[config.mk]
export PLATFORM = sky130hd
export DESIGN_NAME = display_idle_sleep_wake_controller_top
export DESIGN_NICKNAME = d
export VERILOG_FILES = /design/src/rtl/dswc_pkg.sv /design/src/rtl/dswc_step.sv /design/src/rtl/display_idle_sleep_wake_controller_top.sv
export SDC_FILE = /design/constraint.sdc
export NUM_CORES = 1
export LEC_CHECK = 0
export BUFFER_PORTS_ARGS = -buffer_cell sky130_fd_sc_hd__buf_2
export CAP_MARGIN = 0
export CELL_PAD_IN_SITES_DETAIL_PLACEMENT = 1
export CELL_PAD_IN_SITES_GLOBAL_PLACEMENT = 2
export CORE_MARGIN = 2
export CORE_UTILIZATION = 37
export DETAILED_ROUTE_END_ITERATION = 12
export GPL_TIMING_DRIVEN = 0
export PLACE_DENSITY = 0.9
export SYNTH_ARGS = -nofsm -noshare
export SYNTH_HDL_FRONTEND = slang
export SYNTH_SLANG_ARGS = --single-unit
[constraint.sdc]
create_clock -name i_clk -period 5.7 [get_ports i_clk]
set_input_delay 0.285 -clock i_clk [delete_from_list [all_inputs] [get_ports i_clk]]
set_output_delay 0.285 -clock i_clk [all_outputs]
set_load 0.005 [all_outputs]
[src/rtl/dswc_pkg.sv]
package dswc_pkg;

    // event codes
    localparam logic [1:0] OP_TICK      = 2'd0;
    localparam logic [1:0] OP_MOTION    = 2'd1;
    localparam logic [1:0] OP_FORCE_ON  = 2'd2;
    localparam logic [1:0] OP_FORCE_OFF = 2'd3;

    // panel commands
    localparam logic [1:0] CMD_NONE      = 2'd0;
    localparam logic [1:0] CMD_SLEEP_IN  = 2'd1;
    localparam logic [1:0] CMD_SLEEP_OUT = 2'd2;

    // register indexes
    localparam logic [1:0] REG_IDLE_TIMEOUT  = 2'd0;
    localparam logic [1:0] REG_DEBOUNCE      = 2'd1;
    localparam logic [1:0] REG_WAKE_THRESH   = 2'd2;
    localparam logic [1:0] REG_CONFIRM_COUNT = 2'd3;

    // register reset values
    localparam logic [31:0] RST_IDLE_TIMEOUT  = 32'd10000;
    localparam logic [31:0] RST_DEBOUNCE      = 32'd2000;
    localparam logic [15:0] RST_WAKE_THRESH   = 16'd256;
    localparam logic [7:0]  RST_CONFIRM_COUNT = 8'd3;

    localparam int IN_TDATA_W  = 56;
    localparam int OUT_TDATA_W = 16;

    typedef struct packed {
        logic [31:0] idle_timeout_ms;
        logic [31:0] debounce_ms;
        logic [15:0] wake_threshold;
        logic [7:0]  confirm_count;
    } t_cfg;

    typedef struct packed {
        logic        is_on;
        logic [31:0] activity_stamp;
        logic [31:0] off_stamp;
        logic [7:0]  wake_run;
    } t_state;

    typedef struct packed {
        logic [15:0] motion_level;
        logic [31:0] now_ms;
        logic [1:0]  op;
    } t_item;

    typedef struct packed {
        logic [7:0] confirm_progress;
        logic [1:0] panel_command;
        logic       display_on;
    } t_result;

endpackage

[src/rtl/dswc_step.sv]
module dswc_step (
    input  dswc_pkg::t_cfg    i_cfg,
    input  dswc_pkg::t_state  i_state,
    input  dswc_pkg::t_item   i_item,
    output dswc_pkg::t_state  o_state,
    output dswc_pkg::t_result o_result
);

    logic        above;
    logic [31:0] idle_age;
    logic [31:0] off_age;
    logic [7:0]  run_inc;
    logic [1:0]  cmd;

    assign above    = i_item.motion_level > i_cfg.wake_threshold;
    assign idle_age = i_item.now_ms - i_state.activity_stamp;
    assign off_age  = i_item.now_ms - i_state.off_stamp;
    assign run_inc  = i_state.wake_run + 8'd1;

    always_comb begin
        o_state = i_state;
        cmd     = dswc_pkg::CMD_NONE;
        unique case (i_item.op)
            dswc_pkg::OP_TICK: begin
                if (!i_state.is_on) begin
                    if (i_state.off_stamp == 32'd0) begin
                        o_state.off_stamp = i_item.now_ms;
                    end
                end else if (i_state.activity_stamp == 32'd0) begin
                    o_state.activity_stamp = i_item.now_ms;
                end else if (idle_age >= i_cfg.idle_timeout_ms) begin
                    o_state.is_on     = 1'b0;
                    o_state.off_stamp = 32'd0;
                    o_state.wake_run  = 8'd0;
                    cmd               = dswc_pkg::CMD_SLEEP_IN;
                end
            end
            dswc_pkg::OP_MOTION: begin
                if (i_state.is_on) begin
                    if (above) begin
                        o_state.activity_stamp = 32'd0;
                    end
                end else if (i_state.off_stamp != 32'd0 && off_age >= i_cfg.debounce_ms) begin
                    if (above) begin
                        if (run_inc >= i_cfg.confirm_count) begin
                            o_state.is_on          = 1'b1;
                            o_state.wake_run       = 8'd0;
                            o_state.activity_stamp = 32'd0;
                            cmd                    = dswc_pkg::CMD_SLEEP_OUT;
                        end else begin
                            o_state.wake_run = run_inc;
                        end
                    end else begin
                        o_state.wake_run = 8'd0;
                    end
                end
            end
            dswc_pkg::OP_FORCE_ON: begin
                if (!i_state.is_on) begin
                    o_state.is_on    = 1'b1;
                    o_state.wake_run = 8'd0;
                    cmd              = dswc_pkg::CMD_SLEEP_OUT;
                end
                o_state.activity_stamp = 32'd0;
            end
            dswc_pkg::OP_FORCE_OFF: begin
                if (i_state.is_on) begin
                    o_state.is_on     = 1'b0;
                    o_state.off_stamp = 32'd0;
                    o_state.wake_run  = 8'd0;
                    cmd               = dswc_pkg::CMD_SLEEP_IN;
                end
            end
            default: begin
                o_state = i_state;
            end
        endcase
    end

    assign o_result.display_on       = o_state.is_on;
    assign o_result.panel_command    = cmd;
    assign o_result.confirm_progress = o_state.wake_run;

endmodule

[src/rtl/display_idle_sleep_wake_controller_top.sv]
// channel   | dir | handshake                   | payload (lowest bits first)
// ----------+-----+-----------------------------+----------------------------------------
// s_axis    | in  | s_axis_tvalid/s_axis_tready | op[1:0], now_ms[33:2], motion_level[49:34]
// m_axis    | out | m_axis_tvalid/m_axis_tready | display_on[0], panel_command[2:1],
//           |     |                             | confirm_progress[10:3]
// cfg       | in  | i_cfg_we (no wait)          | i_cfg_idx, i_cfg_data
//
// one event per cycle sustained while m_axis_tready stays high; an accepted request
// shows on m_axis once it has passed through both registers
// (input register, then the state update and result register)
// the state registers are updated in the same edge that loads the result register
// synchronous active-low reset: display on, stamps unseeded, registers at defaults
// a stalled output holds; the input register keeps taking requests while the output
// register drains, s_axis_tready drops only when both stages are full
module display_idle_sleep_wake_controller_top (
    input  logic                             i_clk,
    input  logic                             i_rst_n,
    // config write port
    input  logic                             i_cfg_we,
    input  logic [1:0]                       i_cfg_idx,
    input  logic [31:0]                      i_cfg_data,
    // event stream
    input  logic                             s_axis_tvalid,
    output logic                             s_axis_tready,
    input  logic [dswc_pkg::IN_TDATA_W-1:0]  s_axis_tdata,  // op, now_ms, motion_level, zero pad
    // result stream
    output logic                             m_axis_tvalid,
    input  logic                             m_axis_tready,
    output logic [dswc_pkg::OUT_TDATA_W-1:0] m_axis_tdata   // display_on, panel_command,
                                                            // confirm_progress, zero pad
);

    // configuration registers
    dswc_pkg::t_cfg    r_cfg;

    // controller state
    dswc_pkg::t_state  r_state;
    dswc_pkg::t_state  n_state;

    // input stage
    logic              r_in_valid;
    dswc_pkg::t_item   r_item;

    // output stage
    logic              r_out_valid;
    dswc_pkg::t_result r_result;
    dswc_pkg::t_result n_result;

    logic              out_free;
    logic              advance;

    // output slot empties or is being taken this cycle
    assign out_free      = !r_out_valid || m_axis_tready;
    assign advance       = r_in_valid && out_free;
    assign s_axis_tready = !r_in_valid || out_free;

    always_ff @(posedge i_clk) begin
        if (!i_rst_n) begin
            r_cfg.idle_timeout_ms <= dswc_pkg::RST_IDLE_TIMEOUT;
            r_cfg.debounce_ms     <= dswc_pkg::RST_DEBOUNCE;
            r_cfg.wake_threshold  <= dswc_pkg::RST_WAKE_THRESH;
            r_cfg.confirm_count   <= dswc_pkg::RST_CONFIRM_COUNT;
        end else if (i_cfg_we) begin
            unique case (i_cfg_idx)
                dswc_pkg::REG_IDLE_TIMEOUT:  r_cfg.idle_timeout_ms <= i_cfg_data;
                dswc_pkg::REG_DEBOUNCE:      r_cfg.debounce_ms     <= i_cfg_data;
                dswc_pkg::REG_WAKE_THRESH:   r_cfg.wake_threshold  <= i_cfg_data[15:0];
                dswc_pkg::REG_CONFIRM_COUNT: r_cfg.confirm_count   <= i_cfg_data[7:0];
                default: begin
                    r_cfg <= r_cfg;
                end
            endcase
        end
    end

    // input register: loads whenever the handshake completes
    always_ff @(posedge i_clk) begin
        if (!i_rst_n) begin
            r_in_valid <= 1'b0;
        end else if (s_axis_tready) begin
            r_in_valid <= s_axis_tvalid;
        end
    end

    always_ff @(posedge i_clk) begin
        if (s_axis_tvalid && s_axis_tready) begin
            r_item.op           <= s_axis_tdata[1:0];
            r_item.now_ms       <= s_axis_tdata[33:2];
            r_item.motion_level <= s_axis_tdata[49:34];
        end
    end

    // next state and result for the event in the input register
    dswc_step u_step (
        .i_cfg    (r_cfg),
        .i_state  (r_state),
        .i_item   (r_item),
        .o_state  (n_state),
        .o_result (n_result)
    );

    always_ff @(posedge i_clk) begin
        if (!i_rst_n) begin
            r_state.is_on          <= 1'b1;
            r_state.activity_stamp <= 32'd0;
            r_state.off_stamp      <= 32'd0;
            r_state.wake_run       <= 8'd0;
        end else if (advance) begin
            r_state <= n_state;
        end
    end

    always_ff @(posedge i_clk) begin
        if (!i_rst_n) begin
            r_out_valid <= 1'b0;
        end else if (out_free) begin
            r_out_valid <= r_in_valid;
        end
    end

    always_ff @(posedge i_clk) begin
        if (advance) begin
            r_result <= n_result;
        end
    end

    assign m_axis_tvalid = r_out_valid;
    assign m_axis_tdata  = {5'd0, r_result.confirm_progress, r_result.panel_command,
                            r_result.display_on};

    // a wake command always leaves the display on
    a_sleep_out_on: assert property (@(posedge i_clk) disable iff (!i_rst_n)
        r_out_valid && r_result.panel_command == dswc_pkg::CMD_SLEEP_OUT
        |-> r_result.display_on)
        else $error("sleep-out reported with display off");

    // a sleep command always leaves the display off
    a_sleep_in_off: assert property (@(posedge i_clk) disable iff (!i_rst_n)
        r_out_valid && r_result.panel_command == dswc_pkg::CMD_SLEEP_IN
        |-> !r_result.display_on)
        else $error("sleep-in reported with display on");

    // the wake counter only runs while the display is off
    a_run_idle_on: assert property (@(posedge i_clk) disable iff (!i_rst_n)
        r_state.is_on |-> r_state.wake_run == 8'd0)
        else $error("wake counter nonzero while display on");

    // a stalled result is not overwritten by the next event
    a_hold_result: assert property (@(posedge i_clk) disable iff (!i_rst_n)
        r_out_valid && !m_axis_tready |=> $stable(r_result) && $stable(r_state))
        else $error("result or state changed under output stall");

endmodule

After elaboration in Yosys (flattened, before gate mapping)
Index checks and enable logic that the tools add are counted.

Bits of input ports: 95. Output and inout port bits: 18. Register bits after elaboration: 224.

Add/subtract/negate cells: 3. Equality and inequality tests: 15. Mux-type cells: 35. Order comparisons: 4. Reduce and logical (&&, ||, !) cells: 20.

Operators with widths (count): 32-bit 2-to-1 mux (5); 33-bit 2-to-1 mux (4); 40-bit 2-to-1 mux (3); 32-bit case mux with 3 select lines (1); 32-bit >= comparator (2); 32-bit logical NOT (2); 32-bit case mux with 2 select lines (1); 32-bit subtractor (2); 8-bit 2-to-1 mux (6); 8-bit case mux with 4 select lines (1); 32-bit nonzero test (1); 16-bit > comparator (1); 2-bit 2-to-1 mux (6); 3-bit by 2-bit inequality test with 1-bit output, second input constant (4); 8-bit by 1-bit adder with 8-bit output, second input constant (1); 2-bit equality test, second input constant (4); 8-bit >= comparator (1); 2-bit case mux with 4 select lines (1); 2-bit AND reduction (4); 7-bit AND reduction (1); 1-bit 2-to-1 mux (6); 6-bit AND reduction (1); 2-bit by 1-bit equality test with 1-bit output, second input constant (2); 2-bit logical NOT (2); other kinds (9) (15).

Longest topological paths before layout
Word-level depth: 7. Mapped depth: 24. Gate-level depth less buffers: 23.

Modules after synthesis
A second synthesis with hierarchy kept.

Cell total of the unflattened synthesis: 1816. Area total of the unflattened synthesis: 15143.3 sq um.

By module, submodules not included: display_idle_sleep_wake_controller_top (area an instance 7851.3 sq um, sequential area each 5094.9 sq um, cells an instance 723, instances 1); dswc_step (area an instance 7292.0 sq um, sequential area each 0.0 sq um, cells an instance 1093, instances 1).

Worst setup path after synthesis
Ideal clock, no wire load.

Kind: register -> register. Start point: register r_item[2] (netlist name). End point: register r_result, in the netlist m_axis_tdata[4] (data pin). Cell stages (with the launch flop): 22. Data required time: 5.443 ns. Path buffers: 0. Slack: 1.007 ns. Library setup time: 0.257 ns. Period minus slack after synthesis: 4.693 ns. Arrival: 4.436 ns. Cell sequence: edfxtp_1 -> inv_1 -> ha_1 -> inv_1 -> fa_1 -> a21oi_1 -> o22ai_1 -> nor3_1 -> nor3_1 -> o21ai_0 -> a31oi_1 -> a211oi_1 -> a21oi_1 -> xor2_1 -> ha_1 -> nand4_1 -> or4_1 -> a211oi_1 -> o31ai_1 -> a21oi_1 -> o21bai_1 -> a32o_1.

RTL lines: from (decl) (line display_idle_sleep_wake_controller_top.sv:42) `dswc_pkg::t_item r_item;`; to (signal assigned) (line display_idle_sleep_wake_controller_top.sv:123) `r_result <= n_result;`; to (decl) (line display_idle_sleep_wake_controller_top.sv:46) `dswc_pkg::t_result r_result;`.

==> metrics.md <==
| Metric | Value |
|---|---|
| Final Setup Violations | `0` |
| Synth top cells by count | `277 x nand2_1, 256 x a21oi_1, 176 x inv_1` |
| RSZ-0062 raised after global routing | `yes` |
| Cell Chain, Critical Path | `ha_1 > a2111o_1 > a2111oi_0 > o21ai_1 > nand2_1 > o21ai_1 > a41o_1 > a21oi_1 > nor2_1 > a211o_1 > ha_1 > nand4_1 > a211oi_1 > o22ai_2 > buf_4 > a2111oi_2 > o21ai_0 > o211ai_1 > nand2_1` |
| P per Cell Area | `261.9 nW/um2` |
| VDD IR max | `0.0002254 V` |
| Largest net degree at the start of global routing | `33` |
| Total of max-cap violations | `0` |
| Initial DRC count | `562` |
| Synthesized cell area | `approximately 14000 um2` |
| Critical Path Max Stage Delay | `0.55 ns` |
| Hold Path Class | `in2reg` |
| # IOs | `113` |
| Asr flop ratio synth | `0` |
| Max Slew Vio Count | `0` |
| Final ANT Viol Nets | `0` |
| Layout cells sized above 1 | `0.1250` |
| Die X | `198.3 um` |
| XOR/XNOR Fraction of Synth Area | `0.03825` |
| Peak Freq | `185.1 MHz` |
| Req. time, crit path | `6.03 ns` |
| Final hold violations | `0` |
| Initial Util | `0.3735` |
| Tot GR Track Use | `0.2408` |
| Syn Inst Count | `between 1500 and 2000` |
| Placed insts | `2314` |
| R2R depth | `19` |
| Root Buffer | `clkbuf_16` |
| CTS max path bufs | `3` |
| Register area share after synthesis | `0.3648` |
| Worst rel slew slack | `0.1711` |
| Syn_area_per_cell | `8.226 um2` |
| Placement Cell Area | `approximately 15000 um2` |
| Antenna violations before repair | `0` |
| CP Capture Type | `flip-flop` |
| Synthesized-area fraction occupied by adder cells | `0.1417` |
| Simple-gate area share of the yosys netlist | `0.1688` |
| Worst setup margin | `0.2988 ns` |
| #FFs+latches synth | `around 220` |
| Warnings, synthesis | `0` |
| Clock Latency Late Sink | `0.59 ns` |
| Critical path data arrival time | `between 5 and 6 ns` |
| Critical path fanouts, max | `6` |
| P_leak | `0.006530 uW` |
| First-pass GRT wire length | `between 70000 and 80000 um` |
| Hold_ws | `0.02908 ns` |
| Grt total ovfl | `0` |
| Core Footprint | `~37000 um2` |
| Synth Flop Type | `dfxtp_1` |
| Setup CP Type | `reg2reg` |
| CTS sink cnt | `about 220` |
| Largest cells by area after synthesis | `dfxtp_1 23%, ha_1 14%, edfxtp_1 13%` |
| Distinct cell type count after synthesis | `68` |
| Final min period | `~5.4 ns` |
| Wire length per cell | `19.31 um` |
| Die Y | `198.3 um` |
| Vias/cell | `5.328` |
| Post-route cell area | `17130 um2` |
| Worst slew pin tran | `1.241 ns` |
| Clock transition at path regs | `0.06 ns` |
| Slowest CP cell | `a2111oi_2` |
| Cell taking the most area after synthesis | `dfxtp_1` |
| Area grow syn2layout | `22.66%` |
| Vias in the first global route | `~13000` |
| Clock Skew | `0.03900 ns` |
| R2r setup slk | `between 0.2 and 0.3 ns` |
| Total Wirelength | `roughly 47000 um` |
| Vias | `13080` |
| Outcome | `complete, no violations` |
| Yosys top cell area share | `0.2336` |
| TritonCTS buffer count | `28` |
| Final Power | `4488 uW` |
| GPL Wtd Cong | `0.8564` |
| Detailed Place HPWL | `35290 um` |
| Ant. Diodes | `0` |
| Site Rows | `71` |
| Synth Area in Compound Gates | `0.2166` |
| Hold depth | `3` |
| Die area | `39320 um2` |
| EDFF count, synth | `approximately 60` |
| CTS tree | `yes` |
| Detailed Routing Iterations Pass 1 | `5` |
| Multiplexer share of the synthesized area | `0.0007167` |
| Largest family of logic cells by synthesized area | `compound AO/OA/AOI/OAI gates` |
| Most frequent cell after synthesis | `nand2_1` |
| Number of buffers added on ports | `100` |
| CP Launch Type | `flip-flop` |
| DRC viols | `0` |
| Final Cycle Share | `0.9476` |
| Htree depth | `1` |
| Non-filler instance count after layout | `about 2500` |
| Pre-CTS setup slack | `-0.9201 ns` |
| Nets | `2174` |
cell type report:
class	instances	area, um2
clock inverters	19	206.4
repair buffers	190	1419
fillers	4512	20270
well taps	511	639.4
multi-input cells	1230	8069
inverters	180	675.6
flip-flops and latches	224	5095
clock buffers	33	729.5
plain buffers	68	299.0
where the power goes:
part / switching [uW] / internal (uW) / total (uW)
Sequential: 49.8 / 1690 / 1740
Combinational: 538 / 366 / 905
Clock: 745 / 1090 / 1840
Total: 1330 / 3160 / 4490
path summary, 6_finish.rpt:
kind                 start              end
max             r_item[15]  m_axis_tdata[5]
min          i_cfg_data[7]         r_cfg[7]
max reg2reg     r_item[15]  m_axis_tdata[5]
min reg2reg       r_cfg[6]         r_cfg[6]
cell families after synthesis:
kind of cell    Yosys count
compound gates          493
buf+inv                 248
fa+ha+maj               157
flops                   224
simple gates            513
xor+xnor                 61
other cells               1
mux                       1
metrics by stage:
step	utilization	setup TNS [ns]
after floorplan	-	0
after global placement	0.4043	-45.24
after detailed placement	0.4049	-58.06
after CTS	0.4553	0
after global routing	0.4581	-0.07467
final	0.4581	0
metal layers:
layer  GRT usage  vias to the layer above  wire [um]
met5           0                        -          0
met3     0.02913                       83       1695
met2      0.4196                      240      22870
met1      0.3116                     6369      21550
met4     0.07045                        0       1298
li1            -                     6389          -
worst max-delay path, delay by kind of cell, from the launching register on:
kind	cells	cell delay, ns
AO/OA/AOI/OAI	12	3.39
adder cells (fa/ha/maj)	2	0.71
buffers and inverters	1	0.15
flip-flops	1	0.49
AND/OR/NAND/NOR	4	0.44
placed cells by master (no fill, tap or decap), types with 40 or more instances in the layout:
master         Yosys  final
a21oi_1          256    251
dlygate4sd3_1      0     82
edfxtp_1          61     61
a21o_1            42     42
nor2_1            49     48
clkbuf_1          51     49
ha_1             155    154
inv_1            176    176
dfxtp_1          163    163
o21ai_0           46     40
nand2_1          277    277
buf_2             10    109
repair_timing:
| action | in CTS | in global routing |
|---|---|---|
| buffers inserted | 4 | 3 |
| pin swaps | 2 | 6 |
| hold buffers | 82 | 0 |
| endpoints found under the setup margin | 83 | 83 |
| endpoints found under the hold margin | 113 | 0 |
| resized for setup | 19 | 25 |
sequential cells by signal, summed over array words and instances, names as in the netlist:
signal	cells
r_cfg	88
r_in_valid	1
m_axis_tdata	11
r_state	73
r_item	50
m_axis_tvalid	1
Power figures use the tool's default switching activity.
